--- config.mk ---
export PLATFORM = sky130hd
export DESIGN_NAME = ir_remote_frame_decoder_top
export DESIGN_NICKNAME = d
export VERILOG_FILES = /design/src/rtl/irfd_pkg.sv /design/src/rtl/ir_remote_frame_decoder_top.sv /design/src/rtl/irfd_step.sv
export SDC_FILE = /design/constraint.sdc
export NUM_CORES = 1
export LEC_CHECK = 0
export BUFFER_PORTS_ARGS = -buffer_cell sky130_fd_sc_hd__buf_4
export CAP_MARGIN = 15
export CORE_MARGIN = 1
export CORE_UTILIZATION = 40
export DETAILED_ROUTE_END_ITERATION = 10
export GPL_TIMING_DRIVEN = 0
export PLACE_DENSITY = 0.57
export SYNTH_ARGS = -nofsm -noshare
export SYNTH_HDL_FRONTEND = slang
export SYNTH_HIERARCHICAL = 1
export SYNTH_SLANG_ARGS = --single-unit
--- constraint.sdc ---
create_clock -name clk -period 9.3 [get_ports clk]
set_input_delay 0.93 -clock clk [delete_from_list [all_inputs] [get_ports clk]]
set_output_delay 0.93 -clock clk [all_outputs]
set_load 0.02 [all_outputs]
--- src/rtl/irfd_pkg.sv ---
package irfd_pkg;

	// Field widths
	localparam int unsigned LEN_W   = 16;
	localparam int unsigned NOM_W   = 10;
	localparam int unsigned STOP_W  = 16;
	localparam int unsigned COUNT_W = 7;
	localparam int unsigned CFG_IDX_W  = 3;
	localparam int unsigned CFG_DATA_W = 16;

	localparam int unsigned MAX_FRAME_BYTES_DEF = 64;

	// Leader mark bounds (exclusive), 10 us units
	localparam logic [LEN_W-1:0] AEHA_MARK_LO = 16'd280;
	localparam logic [LEN_W-1:0] AEHA_MARK_HI = 16'd400;
	localparam logic [LEN_W-1:0] NEC_MARK_LO  = 16'd750;
	localparam logic [LEN_W-1:0] NEC_MARK_HI  = 16'd1000;
	localparam logic [LEN_W-1:0] SONY_MARK_LO = 16'd180;
	localparam logic [LEN_W-1:0] SONY_MARK_HI = 16'd280;

	// Repeat detection on the leader space
	localparam logic [LEN_W-1:0] AEHA_RPT_SPACE = 16'd270;
	localparam logic [LEN_W-1:0] NEC_RPT_SPACE  = 16'd338;

	typedef enum logic [1:0] {
		FMT_UNKNOWN = 2'd0,
		FMT_AEHA    = 2'd1,
		FMT_NEC     = 2'd2,
		FMT_SONY    = 2'd3
	} fmt_t;

	typedef enum logic [2:0] {
		KIND_DATA      = 3'd0,
		KIND_FRAME_END = 3'd1,
		KIND_REPEAT    = 3'd2,
		KIND_UNSUP     = 3'd3,
		KIND_NO_LEADER = 3'd4
	} kind_t;

	typedef enum logic [CFG_IDX_W-1:0] {
		REG_AEHA_ZERO = 3'd0,
		REG_AEHA_ONE  = 3'd1,
		REG_AEHA_STOP = 3'd2,
		REG_NEC_ZERO  = 3'd3,
		REG_NEC_ONE   = 3'd4,
		REG_NEC_STOP  = 3'd5
	} cfg_reg_t;

	typedef struct packed {
		logic [NOM_W-1:0]  aeha_zero;
		logic [NOM_W-1:0]  aeha_one;
		logic [STOP_W-1:0] aeha_stop;
		logic [NOM_W-1:0]  nec_zero;
		logic [NOM_W-1:0]  nec_one;
		logic [STOP_W-1:0] nec_stop;
	} cfg_t;

	typedef struct packed {
		logic               in_frame;
		fmt_t               fmt;
		logic [2:0]         bit_idx;
		logic [7:0]         accum;
		logic [COUNT_W-1:0] count;
	} dec_state_t;

	typedef struct packed {
		kind_t              kind;
		logic [7:0]         value;
		logic               done;
		logic [COUNT_W-1:0] total;
		fmt_t               fmt;
	} result_t;

endpackage

--- src/rtl/ir_remote_frame_decoder_top.sv ---
// IR remote frame decoder. Each input transaction is one measured pulse
// (mark and space length in 10 us units, or a timeout flag in s_tuser).
// Idle, the leader mark is classified as AEHA, NEC, SONY or unknown and
// repeat codes, unsupported formats and timeouts are reported; inside a
// frame spaces are decoded LSB first and each finished byte is sent out.
// The block takes one pulse per cycle while the output is not stalled; a
// pulse's result passes the input register, the single decode step and the
// result register before it is on the output. Only pulses that start a frame
// or add a bit without finishing a byte give no output.
// Configuration writes are meant for idle periods only.
module ir_remote_frame_decoder_top #(
	parameter int unsigned MAX_FRAME_BYTES = irfd_pkg::MAX_FRAME_BYTES_DEF
) (
	input  logic        clk,
	input  logic        arst_n,
	input  logic        s_tvalid,
	output logic        s_tready,
	input  logic [31:0] s_tdata,   // mark_len[15:0], space_len[31:16]
	input  logic        s_tuser,   // no_pulse
	output logic        m_tvalid,
	input  logic        m_tready,
	output logic [15:0] m_tdata,   // byte_value[7:0], byte_total[14:8], zero[15]
	output logic [4:0]  m_tuser,   // result_kind[2:0], frame_format[4:3]
	output logic        m_tlast,   // frame_done
	input  logic        cfg_we,
	input  logic [irfd_pkg::CFG_IDX_W-1:0]  cfg_index,
	input  logic [irfd_pkg::CFG_DATA_W-1:0] cfg_wdata
);

	logic                          valid_s1;
	logic [irfd_pkg::LEN_W-1:0]    mark_s1, space_s1;
	logic                          none_s1;
	logic                          adv;
	logic                          out_valid_q;
	irfd_pkg::result_t             out_q;
	irfd_pkg::cfg_t                cfg_q;
	irfd_pkg::dec_state_t          state_q, state_nxt;
	irfd_pkg::result_t             result;
	logic                          emit;

	assign adv      = valid_s1 && (!out_valid_q || m_tready);
	assign s_tready = !valid_s1 || adv;

	// Configuration registers
	always_ff @(posedge clk or negedge arst_n) begin
		if (!arst_n) begin
			cfg_q.aeha_zero <= 10'd42;
			cfg_q.aeha_one  <= 10'd127;
			cfg_q.aeha_stop <= 16'd200;
			cfg_q.nec_zero  <= 10'd56;
			cfg_q.nec_one   <= 10'd169;
			cfg_q.nec_stop  <= 16'd260;
		end else if (cfg_we) begin
			unique case (cfg_index)
				irfd_pkg::REG_AEHA_ZERO: cfg_q.aeha_zero <= cfg_wdata[irfd_pkg::NOM_W-1:0];
				irfd_pkg::REG_AEHA_ONE:  cfg_q.aeha_one  <= cfg_wdata[irfd_pkg::NOM_W-1:0];
				irfd_pkg::REG_AEHA_STOP: cfg_q.aeha_stop <= cfg_wdata;
				irfd_pkg::REG_NEC_ZERO:  cfg_q.nec_zero  <= cfg_wdata[irfd_pkg::NOM_W-1:0];
				irfd_pkg::REG_NEC_ONE:   cfg_q.nec_one   <= cfg_wdata[irfd_pkg::NOM_W-1:0];
				irfd_pkg::REG_NEC_STOP:  cfg_q.nec_stop  <= cfg_wdata;
				default: ;
			endcase
		end
	end

	// Input register
	always_ff @(posedge clk or negedge arst_n) begin
		if (!arst_n) begin
			valid_s1 <= 1'b0;
		end else if (s_tvalid && s_tready) begin
			valid_s1 <= 1'b1;
		end else if (adv) begin
			valid_s1 <= 1'b0;
		end
	end

	always_ff @(posedge clk) begin
		if (s_tvalid && s_tready) begin
			mark_s1  <= s_tdata[15:0];
			space_s1 <= s_tdata[31:16];
			none_s1  <= s_tuser;
		end
	end

	irfd_step #(
		.MAX_FRAME_BYTES(MAX_FRAME_BYTES)
	) u_step (
		.state    (state_q),
		.cfg      (cfg_q),
		.mark_len (mark_s1),
		.space_len(space_s1),
		.no_pulse (none_s1),
		.state_nxt(state_nxt),
		.emit     (emit),
		.result   (result)
	);

	// Decoder state
	always_ff @(posedge clk or negedge arst_n) begin
		if (!arst_n) begin
			state_q.in_frame <= 1'b0;
			state_q.fmt      <= irfd_pkg::FMT_UNKNOWN;
			state_q.bit_idx  <= '0;
			state_q.accum    <= '0;
			state_q.count    <= '0;
		end else if (adv) begin
			state_q <= state_nxt;
		end
	end

	// Result register
	always_ff @(posedge clk or negedge arst_n) begin
		if (!arst_n) begin
			out_valid_q <= 1'b0;
		end else if (adv) begin
			out_valid_q <= emit;
		end else if (m_tready) begin
			out_valid_q <= 1'b0;
		end
	end

	always_ff @(posedge clk) begin
		if (adv) begin
			out_q <= result;
		end
	end

	assign m_tvalid = out_valid_q;
	assign m_tdata  = {1'b0, out_q.total, out_q.value};
	assign m_tuser  = {out_q.fmt, out_q.kind};
	assign m_tlast  = out_q.done;

endmodule

--- src/rtl/irfd_step.sv ---
// Decode of one pulse record: next decoder state and the optional result.
module irfd_step #(
	parameter int unsigned MAX_FRAME_BYTES = irfd_pkg::MAX_FRAME_BYTES_DEF
) (
	input  irfd_pkg::dec_state_t             state,
	input  irfd_pkg::cfg_t                   cfg,
	input  logic [irfd_pkg::LEN_W-1:0]       mark_len,
	input  logic [irfd_pkg::LEN_W-1:0]       space_len,
	input  logic                             no_pulse,
	output irfd_pkg::dec_state_t             state_nxt,
	output logic                             emit,
	output irfd_pkg::result_t                result
);

	localparam logic [irfd_pkg::COUNT_W-1:0] MAX_BYTES =
		irfd_pkg::COUNT_W'(MAX_FRAME_BYTES);

	// Half-width window test on doubled space: nom < 2s < 3*nom
	function automatic logic in_window(input logic [irfd_pkg::NOM_W-1:0] nom,
			input logic [irfd_pkg::LEN_W:0] twice);
		logic [irfd_pkg::NOM_W+1:0] three;
		three = {2'b00, nom} + {1'b0, nom, 1'b0};
		return ({7'd0, nom} < twice) && ({5'd0, three} > twice);
	endfunction

	irfd_pkg::fmt_t                    lead_fmt;
	logic [irfd_pkg::LEN_W:0]          twice;
	logic [irfd_pkg::NOM_W-1:0]        l0, l1;
	logic [irfd_pkg::STOP_W-1:0]       stop;
	logic                              bit_zero, bit_one, is_stop, is_repeat;
	logic [7:0]                        accum_nxt;
	logic [irfd_pkg::COUNT_W-1:0]      count_inc;

	// Leader classification
	always_comb begin
		if (mark_len > irfd_pkg::AEHA_MARK_LO && mark_len < irfd_pkg::AEHA_MARK_HI) begin
			lead_fmt = irfd_pkg::FMT_AEHA;
		end else if (mark_len > irfd_pkg::NEC_MARK_LO && mark_len < irfd_pkg::NEC_MARK_HI) begin
			lead_fmt = irfd_pkg::FMT_NEC;
		end else if (mark_len > irfd_pkg::SONY_MARK_LO && mark_len < irfd_pkg::SONY_MARK_HI) begin
			lead_fmt = irfd_pkg::FMT_SONY;
		end else begin
			lead_fmt = irfd_pkg::FMT_UNKNOWN;
		end
	end

	assign is_repeat = (lead_fmt == irfd_pkg::FMT_AEHA && space_len > irfd_pkg::AEHA_RPT_SPACE) ||
		(lead_fmt == irfd_pkg::FMT_NEC && space_len < irfd_pkg::NEC_RPT_SPACE);

	// Bit windows for the format of the running frame
	assign twice = {space_len, 1'b0};
	assign l0    = (state.fmt == irfd_pkg::FMT_AEHA) ? cfg.aeha_zero : cfg.nec_zero;
	assign l1    = (state.fmt == irfd_pkg::FMT_AEHA) ? cfg.aeha_one  : cfg.nec_one;
	assign stop  = (state.fmt == irfd_pkg::FMT_AEHA) ? cfg.aeha_stop : cfg.nec_stop;

	assign bit_zero  = in_window(l0, twice);
	assign bit_one   = !bit_zero && in_window(l1, twice);
	assign is_stop   = !bit_zero && !bit_one && (space_len > stop);
	assign accum_nxt = state.accum | ({7'd0, bit_one} << state.bit_idx);
	assign count_inc = state.count + 1'b1;

	// Next state and result
	always_comb begin
		state_nxt     = state;
		emit          = 1'b0;
		result.kind   = irfd_pkg::KIND_DATA;
		result.value  = 8'd0;
		result.done   = 1'b1;
		result.total  = '0;
		result.fmt    = state.fmt;
		if (!state.in_frame) begin
			if (no_pulse) begin
				emit        = 1'b1;
				result.kind = irfd_pkg::KIND_NO_LEADER;
			end else begin
				state_nxt.fmt = lead_fmt;
				result.fmt    = lead_fmt;
				if (is_repeat) begin
					emit        = 1'b1;
					result.kind = irfd_pkg::KIND_REPEAT;
				end else if (lead_fmt != irfd_pkg::FMT_AEHA && lead_fmt != irfd_pkg::FMT_NEC) begin
					emit        = 1'b1;
					result.kind = irfd_pkg::KIND_UNSUP;
				end else begin
					state_nxt.in_frame = 1'b1;
					state_nxt.bit_idx  = '0;
					state_nxt.accum    = '0;
					state_nxt.count    = '0;
				end
			end
		end else if (no_pulse || is_stop) begin
			state_nxt.in_frame = 1'b0;
			emit               = 1'b1;
			result.kind        = irfd_pkg::KIND_FRAME_END;
			result.total       = state.count;
		end else if (state.bit_idx == 3'd7) begin
			// byte complete
			state_nxt.bit_idx = '0;
			state_nxt.accum   = '0;
			state_nxt.count   = count_inc;
			emit              = 1'b1;
			result.kind       = irfd_pkg::KIND_DATA;
			result.value      = accum_nxt;
			result.total      = count_inc;
			result.done       = (count_inc >= MAX_BYTES);
			if (count_inc >= MAX_BYTES) begin
				state_nxt.in_frame = 1'b0;
			end
		end else begin
			state_nxt.bit_idx = state.bit_idx + 1'b1;
			state_nxt.accum   = accum_nxt;
		end
	end

endmodule

Yosys cells after proc, flatten, opt, wreduce, memory -nomap -nowiden
Cells that the tools add are included.

Output and inout bits: 24. Bits of input ports: 57. Word-level logic and storage cells: 132. Bits in registers: 149.

Reduce and logical (&&, ||, !) cells: 34. Order comparisons: 14. Mux-type cells: 38. $add $sub $neg: 4. Shift-type cells: 1. Eq/ne operators: 16. Bitwise operators: 4.

Operator list (count): 18-bit 2-to-1 mux (4); 16-bit by 9-bit less-than comparator with 1-bit output, second input constant (3); 12-bit by 17-bit greater-than comparator with 1-bit output (2); 10-bit by 17-bit less-than comparator with 1-bit output (2); 16-bit by 9-bit greater-than comparator with 1-bit output, second input constant (2); 10-bit by 11-bit adder with 12-bit output (2); 21-bit 2-to-1 mux (1); 7-bit 2-to-1 mux (3); 10-bit 2-to-1 mux (2); 16-bit by 10-bit greater-than comparator with 1-bit output, second input constant (1); 16-bit greater-than comparator (1); 16-bit by 8-bit greater-than comparator with 1-bit output, second input constant (1); 16-bit by 10-bit less-than comparator with 1-bit output, second input constant (1); 1-bit 2-to-1 mux (16); 16-bit 2-to-1 mux (1); 1-bit logical AND (13); 2-bit 2-to-1 mux (6); 3-bit 2-to-1 mux (4); 2-bit AND reduction (6); 11-bit 2-to-1 mux (1); 3-bit == test, second input constant (3); 2-bit inequality test, second input constant (4); 8-bit bitwise OR (1); 1-bit by 3-bit left shift with 8-bit output (1); other kinds (17) (30).

Longest topological paths before layout
Gate-level depths: netlist of the first run.

Depth in word-level cells: 14. Depth in mapped cells: 26. Depth with buffers taken out: 22.

Modules after synthesis
The synthesis of the first run kept the hierarchy.

Modules (own cells, without submodules): ir_remote_frame_decoder_top (times used 1, area each 5306.3 sq um, sequential area each 4026.4 sq um, cells each 267); irfd_step (times used 1, area each 3420.8 sq um, sequential area each 0.0 sq um, cells each 468).

Worst setup path before layout of the first run
OpenSTA, ideal clock, no wires.

Path type: flip-flop to flip-flop. From: register state_q[18] (netlist name). To: register state_q[16] (netlist name). Slack: 3.844 ns. Cell stages (with the launch flop): 26. Data required time: 9.175 ns. Data arrival time: 5.331 ns. Buffers on the path: 5. Setup time: 0.125 ns. Cell sequence: dfrtp_1 -> nand2b_4 -> buf_6 -> clkbuf_1 -> clkbuf_1 -> mux2_2 -> ha_1 -> a21o_1 -> a21oi_1 -> maj3_1 -> nor2_1 -> nor2_1 -> o21ai_0 -> o41ai_1 -> xnor2_1 -> ha_1 -> nand4b_1 -> or3_1 -> o21ai_0 -> a31oi_1 -> nand3_1 -> a41o_1 -> buf_6 -> clkbuf_1 -> o211ai_1 -> mux2_2.

Longest elaborated chain between the ends: 13.

RTL lines: from (decl) (line ir_remote_frame_decoder_top.sv:37) `irfd_pkg::dec_state_t state_q, state_nxt;`; from (signal assigned) (line ir_remote_frame_decoder_top.sv:107) `state_q <= state_nxt;`; 2-bit by 1-bit == test with 1-bit output * (line irfd_step.sv:52, irfd_step.sv:53, irfd_step.sv:54); 10-bit 2-to-1 mux (line irfd_step.sv:52) `assign l0 = (state.fmt == irfd_pkg::FMT_AEHA) ? cfg.aeha_zero : cfg.nec_zero;`; 10-bit by 11-bit adder with 12-bit output (line irfd_step.sv:22) `three = {2'b00, nom} + {1'b0, nom, 1'b0};`; 12-bit by 17-bit greater-than comparator with 1-bit output (line irfd_step.sv:23) `return ({7'd0, nom} < twice) && ({5'd0, three} > twice);`; 1-bit logical AND (line irfd_step.sv:23); 1-bit zero test (line irfd_step.sv:57, irfd_step.sv:58); 1-bit logical AND (line irfd_step.sv:57) `assign bit_one = !bit_zero && in_window(l1, twice);`; 1-bit zero test (line irfd_step.sv:58) `assign is_stop = !bit_zero && !bit_one && (space_len > stop);`; 1-bit logical AND (line irfd_step.sv:58); 1-bit logical AND * (line irfd_step.sv:58); 1-bit logical OR * (line irfd_step.sv:91) `end else if (no_pulse || is_stop) begin`; 2-bit inequality test (no line) *; 5-bit AND reduction (no line) *.

Mark *: on every way between the ends. The rest lies on a longest branch, timed or not. A chain may end at the register's enable or synchronous reset.

Worst setup path in the final report of the first run
From: register state_q[18] (netlist name). To: register state_q[17] (netlist name).

The elaborated chain is that of the path after synthesis.

==> results of run 1 <==
[worst min path at each step]
stage                     startpoint                       to  slack (ps)  cells past startpoint
2_1_floorplan   valid_s1$_DFFE_PN0P_     m_tvalid$_DFFE_PN0P_         470                      2
3_3_place_gp   cfg_q[26]$_DFFE_PN0P_    cfg_q[26]$_DFFE_PN0P_         480                      1
3_5_place_dp   cfg_q[26]$_DFFE_PN0P_    cfg_q[26]$_DFFE_PN0P_         490                      1
4_1_cts        cfg_q[33]$_DFFE_PN0P_    cfg_q[33]$_DFFE_PN0P_         500                      1
5_1_grt                       arst_n  state_q[10]$_DFFE_PN0P_         420                      1
6_report                      arst_n   state_q[8]$_DFFE_PN0P_         410                      1
[cell type report]
class	count	area share
tap	275	0.0334
inverter	41	0.0150
sequential	149	0.391
clock inverter	11	0.00827
clock buffer	21	0.0471
timing repair buffer	81	0.0630
buffer	24	0.0157
multi-input combinational	521	0.426
[routing by layer]
layer | part of all wire | wire (um) | GRT usage | up-vias
met1 | 0.45 | 8960 | 0.237 | 3011
li1 | - | - | - | 2942
met3 | 0.033 | 661 | 0.0290 | 17
met2 | 0.50 | 10000 | 0.318 | 122
met4 | 0.013 | 255 | 0.0556 | 0
met5 | 0 | 0 | 0 | -
[logic make-up (layout without fill, tap and decap cells)]
family,after synthesis,count (layout),synth area share
buf+inv,65,178,0.0361
other cells,1,1,0.000430
fa+ha+maj,82,82,0.118
compound gates,122,122,0.0908
mux,133,133,0.173
simple gates,164,164,0.101
xor+xnor,19,19,0.0191
flops,149,149,0.461
[metrics by stage]
stage               utilization  worst slack [ps]  hold slack [ps]  instances  area, sq um
global placement          0.455              2690              482       1089         9660
CTS                       0.484              2650              504       1122        10300
floorplan                     -              3840              465        735         8730
global route              0.485              2280              424       1123        10300
finish                    0.485              2630              412       1123        10300
detailed placement        0.457              2690              487       1090         9690
[synth_stat cells (all sizes together) (2+ instances only)]
| cell type | instances | area share |
|---|---|---|
| nor2b | 9 | 0.0065 |
| dfstp | 22 | 0.066 |
| maj3 | 4 | 0.0046 |
| nand2b | 6 | 0.0052 |
| o21a | 3 | 0.0026 |
| xnor2 | 15 | 0.015 |
| mux2 | 108 | 0.14 |
| nand4 | 14 | 0.010 |
| inv | 41 | 0.018 |
| buf | 16 | 0.015 |
| nor4 | 6 | 0.0043 |
| nor3b | 2 | 0.0017 |
| or4 | 4 | 0.0043 |
| xor2 | 4 | 0.0040 |
| o211a | 2 | 0.0023 |
| clkbuf | 8 | 0.0034 |
| ha | 76 | 0.11 |
| or3 | 4 | 0.0029 |
| o21bai | 4 | 0.0034 |
| a31oi | 6 | 0.0043 |
| a21oi | 45 | 0.026 |
| o311ai | 3 | 0.0030 |
| mux2i | 25 | 0.029 |
| a221o | 2 | 0.0023 |
| o41ai | 2 | 0.0020 |
| nor2 | 40 | 0.017 |
| o211ai | 12 | 0.011 |
| nand2 | 31 | 0.013 |
| nand3 | 24 | 0.014 |
| edfxtp | 54 | 0.19 |
| o21ai | 21 | 0.012 |
| fa | 2 | 0.0046 |
| dfrtp | 73 | 0.21 |
| nor3 | 9 | 0.0065 |
| a211o | 3 | 0.0030 |
| nand4b | 3 | 0.0037 |
| a21o | 5 | 0.0043 |
| and4 | 2 | 0.0020 |
| and2 | 2 | 0.0014 |
| a311oi | 2 | 0.0020 |
[flip-flops by register name, summed over array words and instances (netlist names)]
name      count
valid_s1      1
m_tdata      15
state_q      21
cfg_q        72
m_tuser       5
m_tvalid      1
space_s1     16
m_tlast       1
mark_s1      16
none_s1       1
[power breakdown]
| group | internal [mW] | switching [mW] | total, mW |
|---|---|---|---|
| Clock | 0.379 | 0.281 | 0.660 |
| Combinational | 0.414 | 0.456 | 0.871 |
| Sequential | 0.787 | 0.0465 | 0.834 |
[critical path, stage by stage (launching register included)]
cell and delay [ps]:
dfrtp_1 420, nand2b_4 100, buf_6 160, clkbuf_1 460, clkbuf_1 650, mux2_2 480, ha_1 310, a21o_1 160
a21oi_1 220, maj3_1 240, nor2_1 40, nor2_1 140, o21ai_0 160, o41ai_1 370, xnor2_1 130, ha_1 320
nand4b_1 120, or3_1 350, o21ai_0 150, a31oi_1 80, nand3_1 140, a41o_1 290, buf_6 180, clkbuf_1 430
o211ai_1 170, mux2_2 270
==> flow_summary.json, run 1 <==
{
  "routed_via_density": 5.42,
  "leakage_nw": 4.54,
  "crit_fanout": 10,
  "hold_buffers": 0,
  "io_pins": 81,
  "antennaDiodeCount": 0,
  "grt_pass1_vias": 6079,
  "fp-row-count": 53,
  "die_w_um": 150,
  "vdd_drop_max_mv": 0.123,
  "drc_errors": 0,
  "slew_violations": 0,
  "r2r-end": "state_q[17]$_DFFE_PN0P_",
  "ant_nets": 0,
  "clock_skew_ps": 12.6,
  "cts_buffers": 17,
  "postCtsSetupBuffers": 0,
  "setup_viol": 0,
  "drt_wl_total_um": 19900,
  "nFillCells": 1914,
  "rsz0062_at_grt": "no",
  "dpl.hpwl_um": 15100,
  "worstSetupEndpoint": "state_q[17]$_DFFE_PN0P_",
  "period_minus_slack_ps": 6670,
  "synth_warnings": 6,
  "r2r-start": "state_q[18]$_DFFE_PN0P_",
  "layout-drive-gt1-share": 0.313,
  "fin_setup_tns_ps": 0,
  "synth_cell_type_count": 73,
  "clock_latency_ps": 420,
  "core_sq_um": 21200,
  "clkTransAtPathRegs_ps": 70,
  "die_h_um": 150,
  "clock_path_buffers": 2,
  "totalPowerFinal_mw": 2.36,
  "grt_overflow": 0,
  "syn_nets": 870,
  "maxCapViolations": 0,
  "cts-root-buf": "clkbuf_16",
  "post_synth.cell_area_avg_sq_um": 11.9,
  "synth_async_sr_flop_share": 0.638,
  "area_growth_syn_to_layout_pct": 17.9,
  "regArea_sq_um": 4030,
  "htreeDepth": 4,
  "critPathLaunch": "state_q[18]$_DFFE_PN0P_",
  "tightest_slew_ps": 871,
  "powerDensity_nw_per_um2": 230,
  "io_buffers": 79,
  "multi_input_area_sq_um": 4390,
  "cts_resized": 0,
  "reg2reg_depth": 25,
  "gp_congestion": 0.841,
  "die-area_sq_um": 22400,
  "drt_iter0_drc": 273,
  "cts_sinks": 149,
  "layout_commonest_cell": "mux2_2",
  "avgRoutedWirePerCell_um": 17.7,
  "critPathKind": "reg -> reg",
  "synth-seq-area-share": 0.461,
  "arrival_ps": 6970,
  "synth_enable_flop_cells": 54,
  "finalNetCount": 970,
  "netlist_area_sq_um": 8730,
  "synthFlopType": "dfrtp_1",
  "start_util": 0.411,
  "outcome": "finished clean",
  "hold_viol_final": 0,
  "cts_tree": "done",
  "final_cell_mix": "97 x mux2_2, 82 x buf_4, 76 x ha_1, 73 x dfrtp_1, 54 x edfxtp_1",
  "vias": 6092,
  "grt_antenna_before_repair": 0,
  "fmax_mhz": 150,
  "grt.total_usage": 0.185,
  "cp-end-kind": "flop",
  "fin_crit_sh": 0.717,
  "grt_pass1_wl_um": 31600,
  "synth_cells": 735,
  "slew_headroom": 0.420,
  "hp-class": "in -> async",
  "worst_setup_path_start_kind": "flop",
  "grt_max_degree": 96,
  "cp.required_ps": 9600,
  "r2r_slack_ps": 2630,
  "synth_seq_cells": 149,
  "dr.pass1.iters": 5
}
(Power assumes the default switching activity.)
==> inputs of run 2 (changes only) <==
- clock period: 9.3 -> 6.2 ns (I/O delays scaled with it)
==> run 2 against run 1 <==
Net effect: worst hold slack lost 310 ps; sequential share of layout area is essentially flat; clock-buffer cell count is the same; sequential power grew 50%; non-clock buffer count shrank 1; global-route usage is essentially flat; combinational power grew 49%; critical path depth shrank 1; via count is essentially flat; utilization is essentially flat; largest power group unchanged; highest routed layer unchanged.
==> flow_summary.json, run 2 (synthesis results as in run 1) <==
{
  "maxCapViolations": 0,
  "cp.required_ps": 6510,
  "finalNetCount": 969,
  "hp-class": "in -> async",
  "clockPowerShare": 0.279,
  "drt_iter0_drc": 253,
  "core_sq_um": 21200,
  "p_comb_frac": 0.368,
  "cts_buffers": 17,
  "powerDensity_nw_per_um2": 345,
  "cts_resized": 1,
  "dpl.hpwl_um": 15100,
  "grt_antenna_before_repair": 0,
  "area_growth_syn_to_layout_pct": 17.9,
  "p_sw_mw": 1.18,
  "largest_reg_flops": 72,
  "grt_pass1_wl_um": 31600,
  "drc_errors": 0,
  "die_w_um": 150,
  "setup_viol": 0,
  "avgRoutedWirePerCell_um": 17.6,
  "crit_fanout": 18,
  "clock_path_buffers": 2,
  "top_regs": "cfg_q x72, state_q x21",
  "stdcell_count": 1122,
  "top_register": "cfg_q",
  "die-area_sq_um": 22400,
  "grt.total_usage": 0.184,
  "totalPowerFinal_mw": 3.55,
  "rsz0062_at_grt": "no",
  "cts-root-buf": "clkbuf_16",
  "htreeDepth": 4,
  "placed_cells": 1090,
  "layout-drive-gt1-share": 0.315,
  "die_h_um": 150,
  "dr.pass1.iters": 5,
  "clkTransAtPathRegs_ps": 70,
  "io_buffers": 79,
  "outcome": "finished clean",
  "hold_buffers": 0,
  "clock_skew_ps": 12.9,
  "antennaDiodeCount": 0,
  "slew_violations": 0,
  "arrival_ps": 6150,
  "grt_overflow": 0,
  "cts_tree": "done",
  "vdd_drop_max_mv": 0.184,
  "leakage_nw": 4.55,
  "start_util": 0.411,
  "ant_nets": 0,
  "fmax_mhz": 171,
  "clock_latency_ps": 420,
  "worst_hold_slack_ps": 102,
  "r2r_slack_ps": 360,
  "slew_headroom": 0.410,
  "pwr-share-seq": 0.353,
  "worst_setup_path_start_kind": "flop",
  "cp-end-kind": "flop",
  "swShare": 0.331,
  "tightest_slew_ps": 885,
  "hold_viol_final": 0,
  "internal_power_mw": 2.37,
  "layout_commonest_cell": "mux2_2",
  "gp_congestion": 0.841,
  "critPathKind": "reg -> reg",
  "routed_via_density": 5.43,
  "grt_max_degree": 96,
  "postCtsSetupBuffers": 0,
  "drt_wl_total_um": 19800,
  "grt_pass1_vias": 6063,
  "cts_sinks": 149,
  "vias": 6088,
  "final_cell_mix": "97 x mux2_2, 82 x buf_4, 76 x ha_1, 73 x dfrtp_1, 54 x edfxtp_1",
  "fp-row-count": 53,
  "io_pins": 81,
  "period_minus_slack_ps": 5840,
  "fin_crit_sh": 0.941
}
==> run 2: cell types whose count changed in the layout (fill, tap and decap cells not counted) <==
cell	change
clkbuf_1	-3
clkbuf_2	+2
==> run 2: layer usage <==
layer,track usage,part of all wire,vias to the layer above
li1,-,-,2939
met1,0.238,0.45,3005
met2,0.318,0.51,129
met3,0.0290,0.032,15
met4,0.0510,0.0098,0
met5,0,0,-
==> run 2: power groups by stage <==
stage	registers [mW]	clock network [mW]	logic (mW)
after CTS	1.25	1.02	1.31
after global placement	1.26	0	1.25
after floorplan	1.26	0	0.977
after detailed placement	1.27	0	1.30
after global routing	1.27	1.05	1.48
final	1.25	0.991	1.30
==> run 2: final timing paths <==
path,start,end,depth (start not counted)
hold / removal,arst_n,state_q[8]$_DFFE_PN0P_,1
min in group clk,s_tdata[3],mark_s1[3]$_DFFE_PP_,1
max in group asynchronous,arst_n,cfg_q[52]$_DFFE_PN1P_,2
setup / recovery,state_q[18]$_DFFE_PN0P_,state_q[6]$_DFFE_PN0P_,24
setup reg to reg,state_q[18]$_DFFE_PN0P_,state_q[6]$_DFFE_PN0P_,24
hold reg to reg,cfg_q[26]$_DFFE_PN0P_,cfg_q[26]$_DFFE_PN0P_,1
==> run 2: per-stage QoR <==
step	TNS, ps	setup slack (ps)	util	cell area [sq um]
2_1_floorplan	0	744	-	8730
3_3_place_gp	-6470	-412	0.455	9660
3_5_place_dp	-6530	-409	0.457	9690
4_1_cts	0	264	0.483	10300
5_1_grt	0	39.8	0.485	10300
6_report	0	364	0.485	10300
==> run 2: area by class of cell <==
type                    count  area, sq um
well taps                 275          344
clock inverters            11         85.1
plain buffers              23          160
inverters                  41          154
clock buffers              21          484
flip-flops and latches    149         4030
repair buffers             81          648
multi-input cells         521         4390
fillers                  1911        10900
==> run 2: critical path: stages (launching register included) <==
cell	delay, ps
dfrtp_1	420
nand2b_4	100
buf_6	210
clkbuf_2	370
mux2_2	450
ha_1	310
a21o_1	160
a21oi_1	220
maj3_1	240
nor2_1	40
nor2_1	140
o21ai_0	160
o41ai_1	360
xnor2_1	120
ha_1	320
nand4b_1	120
or3_1	350
o21ai_0	150
a31oi_1	80
nand3_1	140
a41o_1	300
or2_2	150
clkbuf_1	370
o21ai_0	170
mux2_2	280
